==> config.mk <==
export PLATFORM = sky130hd
export DESIGN_NAME = midi_note_arpeggiator_top
export DESIGN_NICKNAME = d
export VERILOG_FILES = /design/src/design/mna_pkg.sv /design/src/design/mna_core.sv /design/src/design/midi_note_arpeggiator_top.sv
export SDC_FILE = /design/constraint.sdc
export NUM_CORES = 1
export LEC_CHECK = 0
export ABC_AREA = 1
export BUFFER_PORTS_ARGS = -buffer_cell sky130_fd_sc_hd__buf_2
export CORE_ASPECT_RATIO = 0.5
export CORE_MARGIN = 10
export CORE_UTILIZATION = 56
export CTS_CLUSTER_DIAMETER = 30
export DETAILED_ROUTE_END_ITERATION = 12
export GPL_TIMING_DRIVEN = 0
export PLACE_DENSITY = 0.73
export SYNTH_ARGS = -nofsm -noshare
export SYNTH_HDL_FRONTEND = slang
export SYNTH_SLANG_ARGS = --single-unit
==> constraint.sdc <==
create_clock -name clock -period 4.4 [get_ports clock]
set_input_delay 0.44 -clock clock [delete_from_list [all_inputs] [get_ports clock]]
set_output_delay 0.44 -clock clock [all_outputs]
set_load 0.02 [all_outputs]
==> src/design/mna_pkg.sv <==
// Shared constants, types and helper functions of the MIDI note arpeggiator.
// Depends on nothing; used by the core, the top level and the checker.
package mna_pkg;

   localparam int MAX_HELD_NOTES = 16;
   localparam int IDX_W          = $clog2(MAX_HELD_NOTES);
   localparam int CNT_W          = $clog2(MAX_HELD_NOTES + 1);
   localparam int REM_W          = CNT_W + 1;

   localparam int CMD_W    = 2;
   localparam int STATUS_W = 8;
   localparam int PITCH_W  = 7;
   localparam int VEL_W    = 7;
   localparam int ENTRY_W  = PITCH_W + VEL_W;
   localparam int MODE_W   = 2;
   localparam int SEED_W   = 16;
   localparam int BIT_W    = $clog2(SEED_W);
   localparam int ALU_W    = (PITCH_W > REM_W) ? PITCH_W : REM_W;
   localparam int CSR_IDX_W = 1;

   localparam logic [STATUS_W-1:0] STATUS_NOTE_ON  = 8'd144;
   localparam logic [STATUS_W-1:0] STATUS_NOTE_OFF = 8'd128;
   localparam logic [SEED_W-1:0]   LFSR_TAPS       = 16'hB400;
   localparam logic [SEED_W-1:0]   SEED_RESET      = 16'd1;

   localparam logic [CMD_W-1:0] CMD_NOTE    = 2'd0;
   localparam logic [CMD_W-1:0] CMD_STEP    = 2'd1;
   localparam logic [CMD_W-1:0] CMD_RELEASE = 2'd2;

   localparam logic [MODE_W-1:0] MODE_RANDOM = 2'd0;
   localparam logic [MODE_W-1:0] MODE_UP     = 2'd1;
   localparam logic [MODE_W-1:0] MODE_DOWN   = 2'd2;

   localparam logic [CSR_IDX_W-1:0] CSR_ARP_MODE    = 1'b0;
   localparam logic [CSR_IDX_W-1:0] CSR_RANDOM_SEED = 1'b1;

   typedef struct packed {
      logic [MODE_W-1:0] arp_mode;
      logic              seed_load;
      logic [SEED_W-1:0] seed;
   } cfg_type;

   typedef struct packed {
      logic [STATUS_W-1:0] status;
      logic [PITCH_W-1:0]  note;
      logic [VEL_W-1:0]    velocity;
      logic                last;
   } result_type;

   // Galois LFSR, shifting right.
   function automatic logic [SEED_W-1:0] lfsr_next(input logic [SEED_W-1:0] x);
      logic [SEED_W-1:0] v;
      v = x >> 1;
      if (x[0]) begin
         v = v ^ LFSR_TAPS;
      end
      return v;
   endfunction

endpackage

==> src/design/mna_core.sv <==
// Sequencer of the arpeggiator: held-note memory, sorted insert, removal,
// step selection with a bit-serial modulo. Depends on mna_pkg.
module mna_core
   import mna_pkg::*;
(
   input  logic                clock,
   input  logic                reset,
   input  logic                req_valid,
   input  logic [CMD_W-1:0]    req_command,
   input  logic [STATUS_W-1:0] req_status_byte,
   input  logic [PITCH_W-1:0]  req_note_number,
   input  logic [VEL_W-1:0]    req_velocity,
   output logic                idle,
   input  cfg_type             cfg,
   input  logic                room,
   output logic                push,
   output result_type          push_data
);

   localparam logic [3:0] ST_IDLE    = 4'd0;
   localparam logic [3:0] ST_FIND    = 4'd1;
   localparam logic [3:0] ST_FIND_W  = 4'd2;
   localparam logic [3:0] ST_SHIFT   = 4'd3;
   localparam logic [3:0] ST_SHIFT_W = 4'd4;
   localparam logic [3:0] ST_RM      = 4'd5;
   localparam logic [3:0] ST_RM_W    = 4'd6;
   localparam logic [3:0] ST_OFF     = 4'd7;
   localparam logic [3:0] ST_PICK    = 4'd8;
   localparam logic [3:0] ST_MOD     = 4'd9;
   localparam logic [3:0] ST_READ    = 4'd10;
   localparam logic [3:0] ST_READ_W  = 4'd11;
   localparam logic [3:0] ST_ON      = 4'd12;

   logic [3:0]         state_ff, state_in;
   logic [CMD_W-1:0]   cmd_ff, cmd_in;
   logic [PITCH_W-1:0] pitch_ff, pitch_in;
   logic [VEL_W-1:0]   vel_ff, vel_in;
   logic [CNT_W-1:0]   count_ff, count_in;
   logic [IDX_W-1:0]   step_ff, step_in;
   logic               snd_valid_ff, snd_valid_in;
   logic [ENTRY_W-1:0] snd_entry_ff, snd_entry_in;
   logic [SEED_W-1:0]  lfsr_ff, lfsr_in;
   logic [CNT_W-1:0]   ptr_ff, ptr_in;
   logic [CNT_W-1:0]   wr_ff, wr_in;
   logic [CNT_W-1:0]   rem_ff, rem_in;
   logic [BIT_W-1:0]   bit_ff, bit_in;
   logic [ENTRY_W-1:0] rd_data_ff;

   logic [ENTRY_W-1:0] mem [MAX_HELD_NOTES];
   logic               mem_re, mem_we;
   logic [IDX_W-1:0]   rd_addr, wr_addr;
   logic [ENTRY_W-1:0] wr_data;

   // Shared subtract and compare unit.
   logic [ALU_W-1:0]   alu_a, alu_b;
   logic [ALU_W:0]     alu_diff;
   logic               alu_ge, alu_eq;

   logic [REM_W-1:0]   shifted;
   logic [CNT_W-1:0]   rem_new;
   logic [CNT_W-1:0]   step_up;
   logic [CNT_W-1:0]   ptr_dec;
   logic [PITCH_W-1:0] rd_pitch;
   logic               will_sound;

   assign alu_diff = {1'b0, alu_a} - {1'b0, alu_b};
   assign alu_ge   = ~alu_diff[ALU_W];
   assign alu_eq   = (alu_diff == '0);

   assign shifted    = {rem_ff, lfsr_ff[bit_ff]};
   assign step_up    = CNT_W'(step_ff) + CNT_W'(1);
   assign ptr_dec    = ptr_ff - CNT_W'(1);
   assign rd_pitch   = rd_data_ff[ENTRY_W-1 -: PITCH_W];
   assign will_sound = (cmd_ff == CMD_STEP) && (count_ff != '0);
   assign idle       = (state_ff == ST_IDLE);

   always_comb begin
      state_in     = state_ff;
      cmd_in       = cmd_ff;
      pitch_in     = pitch_ff;
      vel_in       = vel_ff;
      count_in     = count_ff;
      step_in      = step_ff;
      snd_valid_in = snd_valid_ff;
      snd_entry_in = snd_entry_ff;
      lfsr_in      = lfsr_ff;
      ptr_in       = ptr_ff;
      wr_in        = wr_ff;
      rem_in       = rem_ff;
      bit_in       = bit_ff;
      mem_re       = 1'b0;
      mem_we       = 1'b0;
      rd_addr      = '0;
      wr_addr      = '0;
      wr_data      = '0;
      push         = 1'b0;
      push_data    = '0;
      alu_a        = '0;
      alu_b        = '0;
      rem_new      = shifted[CNT_W-1:0];

      unique case (state_ff)
         ST_IDLE: begin
            if (req_valid) begin
               cmd_in   = req_command;
               pitch_in = req_note_number;
               vel_in   = req_velocity;
               ptr_in   = '0;
               wr_in    = '0;
               if (req_command == CMD_NOTE) begin
                  if (req_status_byte == STATUS_NOTE_ON && req_velocity != '0) begin
                     // A full list drops the note.
                     if (count_ff < CNT_W'(MAX_HELD_NOTES)) begin
                        state_in = ST_FIND;
                     end
                  end else if (req_status_byte == STATUS_NOTE_ON ||
                               req_status_byte == STATUS_NOTE_OFF) begin
                     state_in = ST_RM;
                  end
               end else if (req_command == CMD_STEP || req_command == CMD_RELEASE) begin
                  if (snd_valid_ff) begin
                     state_in = ST_OFF;
                  end else if (req_command == CMD_STEP && count_ff != '0) begin
                     state_in = ST_PICK;
                  end
               end
            end
         end
         ST_FIND: begin
            if (ptr_ff == count_ff) begin
               wr_in    = ptr_ff;
               ptr_in   = count_ff;
               state_in = ST_SHIFT;
            end else begin
               mem_re   = 1'b1;
               rd_addr  = ptr_ff[IDX_W-1:0];
               state_in = ST_FIND_W;
            end
         end
         ST_FIND_W: begin
            // Equal pitches stay ahead of the new note.
            alu_a = ALU_W'(pitch_ff);
            alu_b = ALU_W'(rd_pitch);
            if (alu_ge) begin
               ptr_in   = ptr_ff + CNT_W'(1);
               state_in = ST_FIND;
            end else begin
               wr_in    = ptr_ff;
               ptr_in   = count_ff;
               state_in = ST_SHIFT;
            end
         end
         ST_SHIFT: begin
            if (ptr_ff == wr_ff) begin
               mem_we   = 1'b1;
               wr_addr  = wr_ff[IDX_W-1:0];
               wr_data  = {pitch_ff, vel_ff};
               count_in = count_ff + CNT_W'(1);
               state_in = ST_IDLE;
            end else begin
               mem_re   = 1'b1;
               rd_addr  = ptr_dec[IDX_W-1:0];
               state_in = ST_SHIFT_W;
            end
         end
         ST_SHIFT_W: begin
            mem_we   = 1'b1;
            wr_addr  = ptr_ff[IDX_W-1:0];
            wr_data  = rd_data_ff;
            ptr_in   = ptr_dec;
            state_in = ST_SHIFT;
         end
         ST_RM: begin
            if (ptr_ff == count_ff) begin
               count_in = wr_ff;
               if (wr_ff == '0) begin
                  step_in = '0;
               end else if (CNT_W'(step_ff) >= wr_ff) begin
                  step_in = IDX_W'(wr_ff - CNT_W'(1));
               end
               state_in = ST_IDLE;
            end else begin
               mem_re   = 1'b1;
               rd_addr  = ptr_ff[IDX_W-1:0];
               state_in = ST_RM_W;
            end
         end
         ST_RM_W: begin
            alu_a = ALU_W'(rd_pitch);
            alu_b = ALU_W'(pitch_ff);
            if (!alu_eq) begin
               mem_we  = 1'b1;
               wr_addr = wr_ff[IDX_W-1:0];
               wr_data = rd_data_ff;
               wr_in   = wr_ff + CNT_W'(1);
            end
            ptr_in   = ptr_ff + CNT_W'(1);
            state_in = ST_RM;
         end
         ST_OFF: begin
            if (room) begin
               push               = 1'b1;
               push_data.status   = STATUS_NOTE_OFF;
               push_data.note     = snd_entry_ff[ENTRY_W-1 -: PITCH_W];
               push_data.velocity = snd_entry_ff[VEL_W-1:0];
               push_data.last     = ~will_sound;
               snd_valid_in       = 1'b0;
               state_in           = will_sound ? ST_PICK : ST_IDLE;
            end
         end
         ST_PICK: begin
            if (cfg.arp_mode == MODE_UP) begin
               alu_a    = ALU_W'(step_up);
               alu_b    = ALU_W'(count_ff);
               step_in  = alu_ge ? '0 : step_up[IDX_W-1:0];
               state_in = ST_READ;
            end else if (cfg.arp_mode == MODE_DOWN) begin
               step_in  = (step_ff == '0) ? IDX_W'(count_ff - CNT_W'(1))
                                          : step_ff - IDX_W'(1);
               state_in = ST_READ;
            end else begin
               lfsr_in  = lfsr_next(lfsr_ff);
               rem_in   = '0;
               bit_in   = BIT_W'(SEED_W - 1);
               state_in = ST_MOD;
            end
         end
         ST_MOD: begin
            // Restoring division, one dividend bit per cycle, MSB first.
            alu_a = ALU_W'(shifted);
            alu_b = ALU_W'(count_ff);
            if (alu_ge) begin
               rem_new = alu_diff[CNT_W-1:0];
            end
            rem_in = rem_new;
            if (bit_ff == '0) begin
               step_in  = rem_new[IDX_W-1:0];
               state_in = ST_READ;
            end else begin
               bit_in = bit_ff - BIT_W'(1);
            end
         end
         ST_READ: begin
            mem_re   = 1'b1;
            rd_addr  = step_ff;
            state_in = ST_READ_W;
         end
         ST_READ_W: begin
            snd_entry_in = rd_data_ff;
            snd_valid_in = 1'b1;
            state_in     = ST_ON;
         end
         ST_ON: begin
            if (room) begin
               push               = 1'b1;
               push_data.status   = STATUS_NOTE_ON;
               push_data.note     = snd_entry_ff[ENTRY_W-1 -: PITCH_W];
               push_data.velocity = snd_entry_ff[VEL_W-1:0];
               push_data.last     = 1'b1;
               state_in           = ST_IDLE;
            end
         end
         default: begin
            state_in = ST_IDLE;
         end
      endcase

      if (cfg.seed_load) begin
         lfsr_in = cfg.seed;
      end
   end

   always_ff @(posedge clock) begin
      if (reset) begin
         state_ff     <= ST_IDLE;
         count_ff     <= '0;
         step_ff      <= '0;
         snd_valid_ff <= 1'b0;
         lfsr_ff      <= SEED_RESET;
      end else begin
         state_ff     <= state_in;
         count_ff     <= count_in;
         step_ff      <= step_in;
         snd_valid_ff <= snd_valid_in;
         lfsr_ff      <= lfsr_in;
      end
   end

   always_ff @(posedge clock) begin
      cmd_ff       <= cmd_in;
      pitch_ff     <= pitch_in;
      vel_ff       <= vel_in;
      snd_entry_ff <= snd_entry_in;
      ptr_ff       <= ptr_in;
      wr_ff        <= wr_in;
      rem_ff       <= rem_in;
      bit_ff       <= bit_in;
   end

   always_ff @(posedge clock) begin
      if (mem_re) begin
         rd_data_ff <= mem[rd_addr];
      end
      if (mem_we) begin
         mem[wr_addr] <= wr_data;
      end
   end

endmodule

==> src/design/midi_note_arpeggiator_top.sv <==
// Channel  Dir  Handshake             Payload
// req      in   req_valid, req_stall  command, status byte, note number, velocity
// rsp      out  rsp_valid, rsp_stall  status, note, velocity, last
// csr      in   csr_we                csr_index, csr_wdata
//
// After an item is taken, a note-on or a note-off keeps the input stalled while the core
// walks the list of stored notes. A step stalls it through the states PICK, READ,
// READ_W and ON, with the bit-serial modulo (MOD) in random mode and OFF first when a note
// is sounding; a release stalls it through OFF only when a note is sounding.
// The single-port note memory and the bit-serial modulo set the length of these stalls.
// Reset is synchronous and empties the note list; the LFSR restarts at 1.
// Results wait in a two-entry output buffer; the core halts while it is full.
// Depends on mna_pkg and mna_core.
module midi_note_arpeggiator_top
   import mna_pkg::*;
(
   input  logic                 clock,
   input  logic                 reset,
   input  logic                 req_valid,
   output logic                 req_stall,
   input  logic [CMD_W-1:0]     req_command,
   input  logic [STATUS_W-1:0]  req_status_byte,
   input  logic [PITCH_W-1:0]   req_note_number,
   input  logic [VEL_W-1:0]     req_velocity,
   output logic                 rsp_valid,
   input  logic                 rsp_stall,
   output logic [STATUS_W-1:0]  rsp_out_status,
   output logic [PITCH_W-1:0]   rsp_out_note,
   output logic [VEL_W-1:0]     rsp_out_velocity,
   output logic                 rsp_last,
   input  logic                 csr_we,
   input  logic [CSR_IDX_W-1:0] csr_index,
   input  logic [SEED_W-1:0]    csr_wdata
);

   logic [MODE_W-1:0] arp_mode_ff;
   cfg_type           cfg;
   logic              core_idle;
   logic              push;
   result_type        push_data;

   result_type        out_ff, out_in;
   result_type        spare_ff, spare_in;
   logic              out_v_ff, out_v_in;
   logic              spare_v_ff, spare_v_in;
   logic              take;

   always_ff @(posedge clock) begin
      if (reset) begin
         arp_mode_ff <= MODE_RANDOM;
      end else if (csr_we && csr_index == CSR_ARP_MODE) begin
         arp_mode_ff <= csr_wdata[MODE_W-1:0];
      end
   end

   assign cfg.arp_mode  = arp_mode_ff;
   assign cfg.seed_load = csr_we && (csr_index == CSR_RANDOM_SEED);
   assign cfg.seed      = csr_wdata;

   mna_core u_core (
      .clock           (clock),
      .reset           (reset),
      .req_valid       (req_valid),
      .req_command     (req_command),
      .req_status_byte (req_status_byte),
      .req_note_number (req_note_number),
      .req_velocity    (req_velocity),
      .idle            (core_idle),
      .cfg             (cfg),
      .room            (~spare_v_ff),
      .push            (push),
      .push_data       (push_data)
   );

   assign req_stall = ~core_idle;
   assign take      = out_v_ff && !rsp_stall;

   always_comb begin
      out_v_in   = out_v_ff;
      out_in     = out_ff;
      spare_v_in = spare_v_ff;
      spare_in   = spare_ff;
      if (!out_v_ff) begin
         out_v_in = push;
         out_in   = push_data;
      end else if (take) begin
         if (spare_v_ff) begin
            out_in     = spare_ff;
            spare_v_in = push;
            spare_in   = push_data;
         end else begin
            out_v_in = push;
            out_in   = push_data;
         end
      end else if (push) begin
         spare_v_in = 1'b1;
         spare_in   = push_data;
      end
   end

   always_ff @(posedge clock) begin
      if (reset) begin
         out_v_ff   <= 1'b0;
         spare_v_ff <= 1'b0;
      end else begin
         out_v_ff   <= out_v_in;
         spare_v_ff <= spare_v_in;
      end
   end

   always_ff @(posedge clock) begin
      out_ff   <= out_in;
      spare_ff <= spare_in;
   end

   assign rsp_valid        = out_v_ff;
   assign rsp_out_status   = out_ff.status;
   assign rsp_out_note     = out_ff.note;
   assign rsp_out_velocity = out_ff.velocity;
   assign rsp_last         = out_ff.last;

endmodule

==> metrics.md <==
| Metric | Value |
|---|---|
| Run status | `complete, no violations` |
| TritonCTS clock tree | `yes` |
| Pre-CTS setup slack | `-934 ps` |
| Synthesized cell area | `17500 um^2` |
| Global placer's final weighted congestion | `1.02` |
| Max Slew Vio Count | `0` |
| CTS clk-pin slew, worst paths | `60 ps` |
| Total power divided by cell area | `381 nW/um^2` |
| Clk Latency, worst-skew pair | `570 ps` |
| Final layout net count | `2070` |
| Final cycle utilization of the critical path | `97.1%` |
| Aggregate routed wire length | `50.5 mm` |
| RSZ-0062 raised after global routing | `true` |
| Max Cap Violations | `0` |
| Sequential area share after synthesis | `59.0%` |
| Fill cell count | `2276` |
| Final routed DRC violation total | `0` |
| Arr. time, crit path | `4550 ps` |
| Total die area | `39100 um^2` |
| Seq cells post-synth | `355` |
| Fraction of final layout cells with drive strength greater than 1 | `17.5%` |
| Floorplan die height | `145 um` |
| Detailed-router iteration count before antenna repair | `6` |
| Overflow left after global routing | `0` |
| Worst Path Max Fanout | `10` |
| Total CTS buffers | `46` |
| Total core area | `30600 um^2` |
| First-pass GRT wire length | `77.3 mm` |
| Post-synth top area cell | `edfxtp_1` |
| Category of the worst setup path launch point | `register` |
| Yosys top cell area share | `55.1%` |
| Area growth syn-to-layout | `18.8%` |
| Worst hold slack across all endpoints | `51.3 ps` |
| Ant. Diodes | `0` |
| Area post-placement | `18500 um^2` |
| Starting density of the core | `57.2%` |
| Vias per cell | `5.87` |
| Via count of the first global-routing pass | `13700` |
| Max clock buf depth | `3` |
| Shortest clock period the worst path allows after layout | `4270 ps` |
| Most area-consuming cells after synthesis | `edfxtp_1, nand3_1, inv_1` |
| Number of warnings reported in the yosys synthesis log | `0` |
| DRT iter0 DRCs | `1959` |
| Asr flop ratio synth | `0%` |
| Prevailing post-synth register cell | `edfxtp_1` |
| Antenna violations before repair | `0` |
| Hold Crit Class | `in -> reg` |
| Final Total Pwr | `0.00792 W` |
| GRT Total Usage | `24.9%` |
| Root Driver | `clkbuf_16` |
| Maximum clock frequency | `234 MHz` |
| Total via count after detailed routing | `14400` |
| Port-buffer cells | `63` |
| Average wire length per cell after detail routing | `20.6 um` |
| Final HPWL DP | `33.5 mm` |
| I/O pins | `71` |
| Relative max-transition margin | `17.8%` |
| Static leakage | `8.55 nW` |
| Std cell rows | `45` |
| Clock skew after layout | `23.8 ps` |
| X dimension of the die | `270 um` |
| Count of flip-flops with a built-in enable after synthesis | `321` |
| Worst-Margin Slew | `1230 ps` |
| Post-route cell area | `20800 um^2` |
| Capturing element type of the critical path | `register` |
| Post-synth cell types | `45` |
| Final antenna-violating net count | `0` |
| Peak supply drop | `0.231 mV` |
| Required time at the endpoint of the critical path | `4680 ps` |
| Category of the most critical setup path | `reg -> reg` |
| Hold violation count in the final report | `0` |
| Final setup viols | `0` |
| Post-Syn Instances | `1840` |
| Mapped Avg Cell Area | `9.51 um^2` |
| Largest net degree at the start of global routing | `19` |
| Final critical-path setup slack | `128 ps` |
| CTS sink count | `355` |
| H-tree level count | `2` |
==> final cells by class <==
type                            count  area [um^2]  share of cell area (%)
Tap cell                          423          529                    2.55
Multi-Input combinational cell   1040         5720                    27.5
Sequential cell                   355        10300                    49.7
Clock buffer                       53         1220                    5.87
Timing Repair inverter              1         7.51                  0.0361
Clock inverter                     31          357                    1.72
Timing Repair Buffer              104          838                    4.04
Inverter                          355         1340                    6.43
Buffer                             94          445                    2.14
==> layout by cell type, fill, tap and decap left out, types with 6 or more instances in the layout <==
cell / instances
a31oi_1: 11
nor2_2: 10
a311oi_1: 11
o21ai_1: 9
buf_4: 30
clkinv_2: 6
a21oi_1: 26
clkinvlp_4: 10
inv_1: 328
buf_12: 14
a31o_2: 15
xnor2_1: 6
clkbuf_1: 42
nand3_1: 246
nor2_1: 85
xor2_1: 12
o221ai_1: 8
o21ai_0: 45
clkinv_1: 7
nor2_4: 19
bufinv_16: 6
ha_1: 25
edfxtp_1: 321
nand3_2: 10
nand2_2: 20
buf_2: 105
clkbuf_16: 49
nand4_1: 120
conb_1: 6
dfxtp_1: 33
inv_2: 22
nor3_1: 6
nand2_1: 287
o22ai_1: 13
==> cells by family (layout without fill, tap and decap cells) <==
kind of cell    after synthesis  count (layout)  synth area share (%)
simple gates                815             815                  21.6
buf+inv                     450             638                  10.1
flops                       355             355                  59.0
compound gates              173             173                  6.36
fa+ha+maj                    27              27                  1.97
xor+xnor                     19              19                 0.951
other cells                   1               6                0.0214
==> report_power, final <==
group | internal [W] | switching, W | leakage, nW
sequential | 0.00368 | 0.0000433 | 3.70
combinational | 0.000114 | 0.000221 | 4.10
clock | 0.00236 | 0.00150 | 0.751
==> flip-flops by register name, indices dropped and copies added (netlist names), 4 cells and up <==
signal and flops:
u_core.mem 224, spare_ff 17, u_core.lfsr_ff 16, u_core.rd_data_ff 14, u_core.snd_entry_ff 14, rsp_out_note 7
rsp_out_velocity 7, u_core.pitch_ff 7, u_core.vel_ff 7, u_core.count_ff 5, u_core.ptr_ff 5, u_core.rem_ff 5
u_core.wr_ff 5, u_core.bit_ff 4, u_core.state_ff 4, u_core.step_ff 4
==> worst max-delay path, stage by stage, from the launching register on <==
cell and delay (ps):
edfxtp_1 490, buf_4 220, o21ai_0 170, a21oi_1 70
o211ai_1 190, nand2_2 100, a221oi_2 260, ha_2 210
inv_2 40, fa_2 390, xor2_2 170, nor2_1 140
nand3_2 90, a21oi_2 120, nand3_2 160, nand3_2 90
nand3b_1 240, nor2_2 280, nand2_2 130, nor2_4 210
clkbuf_16 210
==> timing repair <==
item,CTS,global route
setup endpoints to repair,392,401
gates cloned,0,2
gates resized for setup,37,57
hold buffers,0,0
buffers inserted,22,10
pin swaps,15,19
==> per-layer routing <==
metal / track usage (%) / wire length, um / vias up
met5: 0 / 0 / -
met1: 33.4 / 19600 / 6758
met4: 9.28 / 1820 / 0
met3: 5.57 / 6310 / 146
li1: - / - / 6608
met2: 39.1 / 22800 / 916
==> stage by stage <==
step           util, %  TNS (ps)  std cells
6_report          67.9         0       2456
5_1_grt           67.9      -773       2456
4_1_cts           67.0         0       2443
3_5_place_dp      60.4   -207070       2338
3_3_place_gp      60.0   -294640       2331
2_1_floorplan        -         0       1845
==> cells in the mapped netlist (all sizes together) (3+ instances only) <==
cell    instances
nand4         120
a31oi          11
xnor2           6
a31o           15
a311oi         11
o21ai          60
edfxtp        321
xor2           13
o221ai          9
or2             4
nor4            3
clkinv          5
o211ai          5
inv           350
nand3         256
a21oi          31
nor3            6
a211oi          3
nand2         308
nor2          114
a221oi          7
o21a            3
ha             26
clkbuf         42
o22ai          13
dfxtp          34
o31ai           3
nand3b          3
buf            53
==> final timing paths <==
path | start | to | slack [ps] | cells past startpoint
setup / recovery | u_core.bit_ff[0] | u_core.mem[12][2] | 130 | 20
hold / removal | req_note_number[4] | u_core.pitch_ff[4] | 50 | 1
setup reg to reg | u_core.bit_ff[0] | u_core.mem[12][2] | 130 | 20
hold reg to reg | u_core.rd_data_ff[5] | u_core.snd_entry_ff[5] | 450 | 0
Power figures use the tool's default switching activity.
